===== src/hw/rtl/edt_pkg.sv =====
// Shared types, codes and sizes for the indel edit-distance traceback block.
package edt_pkg;

  localparam int MAX_LEN_DEF = 16;

  // Configuration register indexes
  localparam logic REG_BASE_LEN   = 1'b0;
  localparam logic REG_TARGET_LEN = 1'b1;

  // Tie-mark bits kept per table cell
  localparam int MARK_INSERT_BIT = 0;
  localparam int MARK_REMOVE_BIT = 1;
  localparam int MARK_MATCH_BIT  = 2;

  // Result operation codes
  localparam logic [1:0] KIND_MATCH  = 2'd0;
  localparam logic [1:0] KIND_INSERT = 2'd1;
  localparam logic [1:0] KIND_REMOVE = 2'd2;

  typedef enum logic [1:0] {
    ST_IDLE,
    ST_FILL,
    ST_READ,
    ST_EMIT
  } state_t;

  typedef struct packed {
    logic init;
    logic base_we;
  } cell_ctl_t;

endpackage


===== src/hw/rtl/edt_load_if.sv =====
// Load channel: one string position per transaction.
interface edt_load_if;
  logic       valid;
  logic       ready;
  logic [3:0] position;
  logic [7:0] base_symbol;
  logic [7:0] target_symbol;
  logic       last_load;

  modport source (output valid, position, base_symbol, target_symbol, last_load, input ready);
  modport sink   (input valid, position, base_symbol, target_symbol, last_load, output ready);
endinterface


===== src/hw/rtl/edt_result_if.sv =====
// Result channel: one traceback operation per transaction.
interface edt_result_if;
  logic              valid;
  logic              ready;
  logic [1:0]        op_kind;
  logic [7:0]        op_symbol;
  logic signed [4:0] base_index;
  logic [5:0]        distance;
  logic              last_op;

  modport source (output valid, op_kind, op_symbol, base_index, distance, last_op, input ready);
  modport sink   (input valid, op_kind, op_symbol, base_index, distance, last_op, output ready);
endinterface


===== src/hw/rtl/edt_cell.sv =====
// One table row cell: holds a base symbol, its running cost and its column of tie marks.
module edt_cell #(
  parameter int MAX_LEN  = edt_pkg::MAX_LEN_DEF,
  parameter int CELL_IDX = 0,
  localparam int LW = $clog2(MAX_LEN + 1),
  localparam int CW = $clog2(2 * MAX_LEN + 2)
) (
  input  logic                clk,
  input  logic                rst,
  input  edt_pkg::cell_ctl_t  ctl,
  input  logic [7:0]          load_sym,
  input  logic                i_valid,
  input  logic [LW-1:0]       i_x,
  input  logic [CW-1:0]       i_cost,
  input  logic [CW-1:0]       i_diag,
  input  logic [7:0]          i_sym,
  input  logic [LW-1:0]       rd_x,
  output logic                o_valid,
  output logic [LW-1:0]       o_x,
  output logic [CW-1:0]       o_cost,
  output logic [CW-1:0]       o_diag,
  output logic [7:0]          o_sym,
  output logic [7:0]          base_sym,
  output logic [CW-1:0]       cost,
  output logic [2:0]          rd_marks
);
  import edt_pkg::*;

  logic [2:0]    marks_mem [MAX_LEN+1];
  logic [CW-1:0] ins, rem, best_ir, best;
  logic          can_match;
  logic [2:0]    marks;

  always_comb begin
    ins       = i_cost + CW'(1);
    rem       = cost + CW'(1);
    can_match = (base_sym == i_sym);
    best_ir   = (ins < rem) ? ins : rem;
    best      = (can_match && (i_diag < best_ir)) ? i_diag : best_ir;
    marks                  = '0;
    marks[MARK_INSERT_BIT] = (ins == best);
    marks[MARK_REMOVE_BIT] = (rem == best);
    marks[MARK_MATCH_BIT]  = can_match && (i_diag == best);
  end

  always_ff @(posedge clk) begin
    if (rst || ctl.init) begin
      o_valid <= 1'b0;
    end else begin
      o_valid <= i_valid;
    end
  end

  always_ff @(posedge clk) begin
    if (ctl.base_we) begin
      base_sym <= load_sym;
    end
    if (ctl.init) begin
      cost <= CW'(CELL_IDX + 1);
    end else if (i_valid) begin
      cost <= best;
    end
    // pass the column on; the old cost is the next row's diagonal
    o_x    <= i_x;
    o_cost <= best;
    o_diag <= cost;
    o_sym  <= i_sym;
  end

  always_ff @(posedge clk) begin
    if (i_valid) begin
      marks_mem[i_x] <= marks;
    end
    rd_marks <= marks_mem[rd_x];
  end

endmodule


===== src/hw/rtl/indel_edit_distance_traceback.sv =====
// Load is ready only while no table fill or traceback runs.
// On last_load the cell chain fills the table, the wavefront passing one column per cycle
// through the row of cells. Traceback then steps through a mark memory read and then a decision
// for each result; output stalls hold it in the decision step. Reset clears control state and
// sets both lengths to 15; symbol stores and marks stay undefined until written.
module indel_edit_distance_traceback #(
  parameter int MAX_LEN = edt_pkg::MAX_LEN_DEF
) (
  input  logic         clk,
  input  logic         rst,
  input  logic         cfg_we,
  input  logic         cfg_index,
  input  logic [4:0]   cfg_data,
  edt_load_if.sink     load,
  edt_result_if.source result
);
  import edt_pkg::*;

  localparam int LW  = $clog2(MAX_LEN + 1);
  localparam int CW  = $clog2(2 * MAX_LEN + 2);
  localparam int AW  = (MAX_LEN > 1) ? $clog2(MAX_LEN) : 1;
  localparam int CNW = $clog2(2 * MAX_LEN + 4);

  state_t state, state_next;

  logic [4:0]    base_length, target_length;
  logic [LW-1:0] blen_eff, tlen_eff, blen_q, tlen_q;
  logic [CNW-1:0] cnt, fill_end;
  logic [LW-1:0] tx, ty, nx, ny;
  logic [5:0]    dist_q;

  logic [7:0]    target_store [MAX_LEN];
  logic [AW-1:0] t_rd_addr;
  logic [7:0]    tsym_q;

  logic          f_valid;
  logic [LW-1:0] f_x;
  logic [CW-1:0] f_cost, f_diag;

  logic          c_valid [MAX_LEN];
  logic [LW-1:0] c_x     [MAX_LEN];
  logic [CW-1:0] c_cost  [MAX_LEN];
  logic [CW-1:0] c_diag  [MAX_LEN];
  logic [7:0]    c_sym   [MAX_LEN];
  logic [7:0]    c_bsym  [MAX_LEN];
  logic [CW-1:0] c_own   [MAX_LEN];
  logic [2:0]    c_marks [MAX_LEN];

  logic          load_fire, start, feed, fill_done, emit_fire;
  logic [AW-1:0] ysel, bsel;
  logic [2:0]    m_sel;
  logic [1:0]    kind;
  logic [7:0]    sym;
  logic [LW+5:0] tw;
  logic [CW+5:0] dw;

  assign blen_eff  = ({1'b0, base_length} > 6'(MAX_LEN)) ? LW'(MAX_LEN) : LW'(base_length);
  assign tlen_eff  = ({1'b0, target_length} > 6'(MAX_LEN)) ? LW'(MAX_LEN) : LW'(target_length);
  assign load.ready = (state == ST_IDLE);
  assign load_fire = load.valid && load.ready;
  assign start     = load_fire && load.last_load;
  assign fill_end  = CNW'(tlen_q) + CNW'(MAX_LEN + 2);
  assign feed      = (state == ST_FILL) && (cnt != '0) && (cnt <= CNW'(tlen_q));
  assign fill_done = (state == ST_FILL) && (cnt == fill_end);
  assign emit_fire = (state == ST_EMIT) && (!result.valid || result.ready);

  always_ff @(posedge clk) begin
    if (rst) begin
      base_length   <= 5'd15;
      target_length <= 5'd15;
    end else if (cfg_we) begin
      case (cfg_index)
        REG_BASE_LEN:   base_length   <= cfg_data;
        REG_TARGET_LEN: target_length <= cfg_data;
        default: ;
      endcase
    end
  end

  // target symbol store, one shared read port for feed and traceback
  assign t_rd_addr = (state == ST_FILL) ? AW'(cnt - CNW'(1)) : AW'(tx - LW'(1));

  always_ff @(posedge clk) begin
    if (load_fire && (load.position < tlen_eff)) begin
      target_store[AW'(load.position)] <= load.target_symbol;
    end
    tsym_q <= target_store[t_rd_addr];
  end

  // column feeder in front of the first cell
  always_ff @(posedge clk) begin
    if (rst || start) begin
      f_valid <= 1'b0;
    end else begin
      f_valid <= feed;
    end
    f_x <= LW'(cnt);
  end

  assign f_cost = CW'(f_x);
  assign f_diag = CW'(f_x) - CW'(1);

  for (genvar k = 0; k < MAX_LEN; k++) begin : g_cell
    cell_ctl_t ctl;
    logic          li_valid;
    logic [LW-1:0] li_x;
    logic [CW-1:0] li_cost, li_diag;
    logic [7:0]    li_sym;

    assign ctl.init    = start;
    assign ctl.base_we = load_fire && (load.position < blen_eff) && (32'(load.position) == k);

    if (k == 0) begin : g_head
      assign li_valid = f_valid;
      assign li_x     = f_x;
      assign li_cost  = f_cost;
      assign li_diag  = f_diag;
      assign li_sym   = tsym_q;
    end else begin : g_link
      assign li_valid = c_valid[k-1];
      assign li_x     = c_x[k-1];
      assign li_cost  = c_cost[k-1];
      assign li_diag  = c_diag[k-1];
      assign li_sym   = c_sym[k-1];
    end

    edt_cell #(.MAX_LEN(MAX_LEN), .CELL_IDX(k)) u_cell (
      .clk      (clk),
      .rst      (rst),
      .ctl      (ctl),
      .load_sym (load.base_symbol),
      .i_valid  (li_valid),
      .i_x      (li_x),
      .i_cost   (li_cost),
      .i_diag   (li_diag),
      .i_sym    (li_sym),
      .rd_x     (tx),
      .o_valid  (c_valid[k]),
      .o_x      (c_x[k]),
      .o_cost   (c_cost[k]),
      .o_diag   (c_diag[k]),
      .o_sym    (c_sym[k]),
      .base_sym (c_bsym[k]),
      .cost     (c_own[k]),
      .rd_marks (c_marks[k])
    );
  end

  // traceback decision
  assign ysel = AW'(ty - LW'(1));
  assign bsel = AW'(blen_q - LW'(1));
  assign m_sel = c_marks[ysel];

  always_comb begin
    nx   = tx;
    ny   = ty;
    kind = KIND_REMOVE;
    sym  = tsym_q;
    if (ty == '0) begin
      nx = tx - LW'(1);
    end else if (tx == '0) begin
      kind = KIND_INSERT;
      sym  = c_bsym[ysel];
      ny   = ty - LW'(1);
    end else if (m_sel[MARK_MATCH_BIT]) begin
      kind = KIND_MATCH;
      nx   = tx - LW'(1);
      ny   = ty - LW'(1);
    end else if (m_sel[MARK_INSERT_BIT]) begin
      kind = KIND_INSERT;
      sym  = c_bsym[ysel];
      ny   = ty - LW'(1);
    end else begin
      nx = tx - LW'(1);
    end
  end

  assign tw = {6'd0, ty} - (LW+6)'(1);
  assign dw = (blen_q == '0) ? {6'd0, CW'(tlen_q)} : {6'd0, c_own[bsel]};

  always_ff @(posedge clk) begin
    if (rst) begin
      state <= ST_IDLE;
    end else begin
      state <= state_next;
    end
  end

  always_comb begin
    state_next = state;
    case (state)
      ST_IDLE: if (start) state_next = ST_FILL;
      ST_FILL: begin
        if (fill_done) begin
          state_next = ((blen_q == '0) && (tlen_q == '0)) ? ST_IDLE : ST_READ;
        end
      end
      ST_READ: state_next = ST_EMIT;
      ST_EMIT: begin
        if (emit_fire) begin
          state_next = ((nx == '0) && (ny == '0)) ? ST_IDLE : ST_READ;
        end
      end
      default: state_next = ST_IDLE;
    endcase
  end

  always_ff @(posedge clk) begin
    if (start) begin
      blen_q <= blen_eff;
      tlen_q <= tlen_eff;
      cnt    <= '0;
    end else if (state == ST_FILL) begin
      cnt <= cnt + CNW'(1);
    end
    if (fill_done) begin
      tx     <= tlen_q;
      ty     <= blen_q;
      dist_q <= dw[5:0];
    end else if (emit_fire) begin
      tx <= nx;
      ty <= ny;
    end
  end

  // output register; hold until taken
  always_ff @(posedge clk) begin
    if (rst) begin
      result.valid <= 1'b0;
    end else if (emit_fire) begin
      result.valid <= 1'b1;
    end else if (result.ready) begin
      result.valid <= 1'b0;
    end
  end

  always_ff @(posedge clk) begin
    if (emit_fire) begin
      result.op_kind    <= kind;
      result.op_symbol  <= sym;
      result.base_index <= tw[4:0];
      result.distance   <= dist_q;
      result.last_op    <= (nx == '0) && (ny == '0);
    end
  end

  a_last_to_idle: assert property (@(posedge clk) disable iff (rst)
    emit_fire && (nx == '0) && (ny == '0) |=> state == ST_IDLE)
    else $error("traceback did not stop after the final operation");

  a_trace_bounds: assert property (@(posedge clk) disable iff (rst)
    (state == ST_READ || state == ST_EMIT) |-> (tx <= tlen_q) && (ty <= blen_q))
    else $error("traceback position left the table");

  a_fill_bound: assert property (@(posedge clk) disable iff (rst)
    state == ST_FILL |-> cnt <= fill_end)
    else $error("fill counter overran");

  a_no_load_busy: assert property (@(posedge clk) disable iff (rst)
    (state == ST_FILL) |-> !load_fire)
    else $error("load taken during table fill");

endmodule


===== src/flat_wrapper.sv =====
// flat-port wrapper written by rule: the top's interface ports become plain ports
module indel_edit_distance_traceback_flat import edt_pkg::*;
#(
  parameter int MAX_LEN = edt_pkg::MAX_LEN_DEF
)
  (clk, rst, cfg_we, cfg_index, cfg_data, load_valid, load_position, load_base_symbol, load_target_symbol, load_last_load, load_ready, result_valid, result_op_kind, result_op_symbol, result_base_index, result_distance, result_last_op, result_ready);
  edt_load_if load_i ();
  edt_result_if result_i ();
  input  logic clk;
  input  logic rst;
  input  logic cfg_we;
  input  logic cfg_index;
  input  logic [4:0] cfg_data;
  input wire logic [$bits(load_i.valid)-1:0] load_valid;
  input wire logic [$bits(load_i.position)-1:0] load_position;
  input wire logic [$bits(load_i.base_symbol)-1:0] load_base_symbol;
  input wire logic [$bits(load_i.target_symbol)-1:0] load_target_symbol;
  input wire logic [$bits(load_i.last_load)-1:0] load_last_load;
  output wire logic [$bits(load_i.ready)-1:0] load_ready;
  output wire logic [$bits(result_i.valid)-1:0] result_valid;
  output wire logic [$bits(result_i.op_kind)-1:0] result_op_kind;
  output wire logic [$bits(result_i.op_symbol)-1:0] result_op_symbol;
  output wire logic [$bits(result_i.base_index)-1:0] result_base_index;
  output wire logic [$bits(result_i.distance)-1:0] result_distance;
  output wire logic [$bits(result_i.last_op)-1:0] result_last_op;
  input wire logic [$bits(result_i.ready)-1:0] result_ready;
  assign load_i.valid = load_valid;
  assign load_i.position = load_position;
  assign load_i.base_symbol = load_base_symbol;
  assign load_i.target_symbol = load_target_symbol;
  assign load_i.last_load = load_last_load;
  assign load_ready = load_i.ready;
  assign result_valid = result_i.valid;
  assign result_op_kind = result_i.op_kind;
  assign result_op_symbol = result_i.op_symbol;
  assign result_base_index = result_i.base_index;
  assign result_distance = result_i.distance;
  assign result_last_op = result_i.last_op;
  assign result_i.ready = result_ready;
  indel_edit_distance_traceback #(.MAX_LEN(MAX_LEN)) u_core (.clk(clk), .rst(rst), .cfg_we(cfg_we), .cfg_index(cfg_index), .cfg_data(cfg_data), .load(load_i), .result(result_i));
endmodule

===== config.mk =====
export PLATFORM = sky130hd
export DESIGN_NAME = indel_edit_distance_traceback_flat
export DESIGN_NICKNAME = d
export VERILOG_FILES = /design/src/hw/rtl/edt_pkg.sv /design/src/hw/rtl/edt_load_if.sv /design/src/hw/rtl/edt_result_if.sv /design/src/hw/rtl/edt_cell.sv /design/src/hw/rtl/indel_edit_distance_traceback.sv /design/src/flat_wrapper.sv
export SDC_FILE = /design/constraint.sdc
export NUM_CORES = 2
export LEC_CHECK = 0
export BUFFER_PORTS_ARGS = -buffer_cell sky130_fd_sc_hd__buf_2
export CORE_ASPECT_RATIO = 0.5
export CORE_MARGIN = 1
export CORE_UTILIZATION = 55
export DETAILED_ROUTE_END_ITERATION = 16
export PLACE_DENSITY = 0.8
export RECOVER_POWER = 100
export SLEW_MARGIN = 20
export SYNTH_ARGS = -nofsm -noshare
export SYNTH_HDL_FRONTEND = slang
export SYNTH_SLANG_ARGS = --single-unit

===== constraint.sdc =====
create_clock -name clk -period 11.7 [get_ports clk]
set_input_delay 2.34 -clock clk [delete_from_list [all_inputs] [get_ports clk]]
set_output_delay 2.34 -clock clk [all_outputs]
set_load 0.005 [all_outputs]

==> flow_summary_export.csv <==
group,metric,value,unit
status,status,"complete, but fails checks",
status,failed_checks,"capacitance limit, slew limit",
synthesis,netlist_area,0.06187,sq mm
worst_setup_path,end_kind,"flip-flop",
global_route,gr-usage-met3,0.04423,
placed_design,dpl_cell_area,0.06394,sq mm
finish,stdcell_area,0.06741,sq mm
finish,final_nets,4907,
pwr,cellLeakagePower,23.70,nW
worst_setup_path,cpPeakStageDelay,2.07,ns
run,drv_cap,14,
sta,period_minus_slack,7.930,ns
finish,final_common_cell,"edfxtp_1",
pwr,power.share.combinational,0.263,
worst_setup_path,crit_type,"input pin to flip-flop",
placed_design,io_buffers,55,
global_route,grt.busiest_layer,"met2",
sta,slew_violations,439,
route,wl,146200,um
global_route,gr-usage-met2,0.4139,
route,drt-pass1-iter-count,7,
pwr,vdd_drop_max,0.1698,mV
pwr,p_int,9.498,mW
global_route,grt_overflow,0,
placed_design,gp_congestion,0.9427,
worst_setup_path,critPathArrivalTime,8.52,ns
global_route,grt_max_degree,70,
cts,clk_latency,0.75,ns
cts,clk_pin_slew,0.07,ns
route,drcViolationCount,0,
synthesis,synth_cell_types,98,
sta,finalHoldViolCount,0,
cts,clock-root-buffer,"clkbuf_16",
placed_design,hpwl,103600,um
synthesis,muxShareOfSynthArea,0.1331,
synthesis,syn-instance-count,4615,
cts,cts_resized,0,
sta,relSlewSlack,-1.824,
worst_hold_path,hold_path_class,"flip-flop to flip-flop",
floorplan,die_x,476.3,um
pwr,clock_power_share,0.283,
global_route,grt_pass1_vias,38120,
pwr,power,13.96,mW
floorplan,die_area,0.1139,sq mm
finish,mostFrequentLayoutCells,"edfxtp_1 (848), dfxtp_1 (551), nor2_1 (477)",
finish,num_antenna_cells,0,
synthesis,synthSimpleGateAreaFrac,0.1009,
finish,fill_cells,8215,
route,ant_nets,0,
sta,rsz0062_at_grt,"false",
synthesis,synthTopCellsByArea,"edfxtp_1 (41%), dfxtp_1 (18%), mux4_2 (9.6%)",
floorplan,start_util,0.5582,
global_route,gr-usage-met1,0.3544,
sta,fin_worst_skew,0.02909,ns
cts,tritoncts,"built",
synthesis,synth-compound-area-share,0.05667,
global_route,grtUsageTotal,0.2565,
worst_setup_path,path_common_cell,"clkbuf_1",
synthesis,synth_seq_cells,1399,
synthesis,yosys.area_share.adder,0.03664,
synthesis,netlist.area_leader.share,0.4116,
sta,max_freq,126.1,MHz
pwr,power.density,207.1,mW/mm^2
global_route,grt_pass1_wl,224700,um
cts,cts_hold_buf,0,
floorplan,core-area,0.1108,sq mm
synthesis,ys.flop_type,"edfxtp_1",
worst_setup_path,slowest_stage,"clkbuf_1",
finish,layout-drive-gt1-share,0.1186,
floorplan,rows,86,
synthesis,yosys.area_share.xor_xnor,0.06374,
route,vias,38230,
finish,syn2layout_area_growth,8.961,%
pwr,swShare,0.3196,
sta,tightest_slew,4.236,ns
route,via_per_inst,6.074,
worst_setup_path,crit_fanout,66,
global_route,antenna_found_initial,0,
pwr,switchingPower,4.461,mW
synthesis,avgSynthCellArea,13.41,sq um
worst_setup_path,cp-start-kind,"input pin",
cts,cts.sinks,1399,
route,drtIter0Drc,3726,
floorplan,die_y,239.2,um
route,avgRoutedWirePerCell,23.23,um
placed_design,dp.cells,6076,
cts,cts_inserted_buffers,115,
synthesis,ys_warn_count,0,
sta,setup-tns-final,0,ns
synthesis,synth_area_leader_cell,"edfxtp_1",
synthesis,synth_top_family_by_area,"multiplexers",
worst_setup_path,critPathRequiredTime,12.29,ns
synthesis,ys_seq_area_frac,0.5899,
synthesis,synthArstFlopShare,0,
sta,fin_crit_sh,0.6778,
cts,post-cts-setup-buffers,0,
worst_setup_path,path_cells,"clkbuf_1 > nand3_2 > clkbuf_1 > inv_1 > clkbuf_1 > a311oi_1",
sta,fin_ws,3.770,ns
floorplan,ios,56,
synthesis,synthesis.nets,4824,
placed_design,pre_cts_ws,5.863,ns
cts,htree_levels,3,
cts,cts_buffer_depth,3,
pwr,seq_power_share,0.454,
sta,setup_viol,0,
finish,layout.cells.non_filler,6294,
synthesis,synth_edf_count,848,
==> path summary, 6_finish.rpt <==
check,startpoint,to,slack (ns),depth (start not counted)
max reg2reg,u_core.g_cell[14].u_cell.o_cost[0],u_core.g_cell[15].u_cell.marks_mem[0][0],4.28,19
min,u_core.g_cell[1].u_cell.o_sym[6],u_core.g_cell[2].u_cell.o_sym[6],0.36,0
min reg2reg,u_core.g_cell[1].u_cell.o_sym[6],u_core.g_cell[2].u_cell.o_sym[6],0.36,0
max,load_valid,u_core.g_cell[5].u_cell.cost[3],3.77,6
==> flip-flops by register name, summed over array words and instances, names as in the netlist, 6 cells and up <==
register / count
u_core.g_cell.u_cell.marks_mem: 544
u_core.g_cell.u_cell.base_sym: 128
u_core.target_store: 128
u_core.g_cell.u_cell.o_sym: 120
u_core.g_cell.u_cell.cost: 96
u_core.g_cell.u_cell.o_cost: 90
u_core.g_cell.u_cell.o_diag: 90
u_core.g_cell.u_cell.o_x: 75
u_core.g_cell.u_cell.rd_marks: 32
u_core.g_cell.u_cell.o_valid: 15
u_core.g_cell.li_sym: 8
u_core.result.op_symbol: 8
u_core.cnt: 6
u_core.dist_q: 6
u_core.result.distance: 6
==> stage by stage <==
stage | hold slack [ns] | util
floorplan | 0.3290 | -
global placement | 0.3522 | 0.5769
detailed placement | 0.3537 | 0.5769
CTS | 0.3582 | 0.6116
global route | 0.3590 | 0.6083
finish | 0.3593 | 0.6083
==> Yosys cell counts (26+ instances only) <==
cell      count
o21ai_0     116
xnor2_1     200
clkbuf_1     89
nand2b_1     77
a21oi_1     101
nor4_1       47
mux2i_1     142
nor3_1       55
nand2_1     212
dfxtp_1     551
nand3_1     160
edfxtp_1    848
xor2_1      241
and3_1       32
inv_1       180
buf_1        28
and2_1       32
mux4_2      265
a211oi_1     54
a21o_1       42
mux2_2       69
o21a_1       26
ha_1        177
nor2_1      476
nor2b_1      60
==> layout make-up <==
class	instances	area, sq um	area share
repair buffers	94	415.4	0.006162
inverters	181	679.4	0.01008
flip-flops and latches	1399	36500	0.5414
clock buffers	144	3156	0.04681
clock inverters	73	695.7	0.01032
well taps	1496	1872	0.02777
multi-input cells	2907	24100	0.3575
==> worst max-delay path: cells and delay by family <==
kind            cells  cell delay, ns
compound gates      1            0.95
simple gates        1            0.14
buf+inv             4            5.05
==> power by group through the flow <==
stage               Sequential [mW]  Combinational (mW)  Clock (mW)
floorplan                      6.28                2.70           0
global placement               6.40                3.60           0
detailed placement             6.41                3.71           0
CTS                            6.31                3.76        3.99
global route                   6.36                4.03        4.18
finish                         6.33                3.68        3.95
==> kinds of logic (layout without fill, tap and decap cells) <==
family,after synthesis,after routing
AND/OR/NAND/NOR,1289,1289
multiplexers,482,482
buffers and inverters,309,492
flip-flops,1399,1399
AO/OA/AOI/OAI,508,508
XOR/XNOR,446,446
adder cells (fa/ha/maj),182,182
==> metal layers <==
metal / share of wire / wire, um / up-vias
met1: 0.42 / 61840 / 19080
met5: 0 / 0 / -
li1: - / - / 17290
met3: 0.080 / 11620 / 250
met2: 0.47 / 68030 / 1613
met4: 0.032 / 4692 / 0
Power figures use the tool's default switching activity.
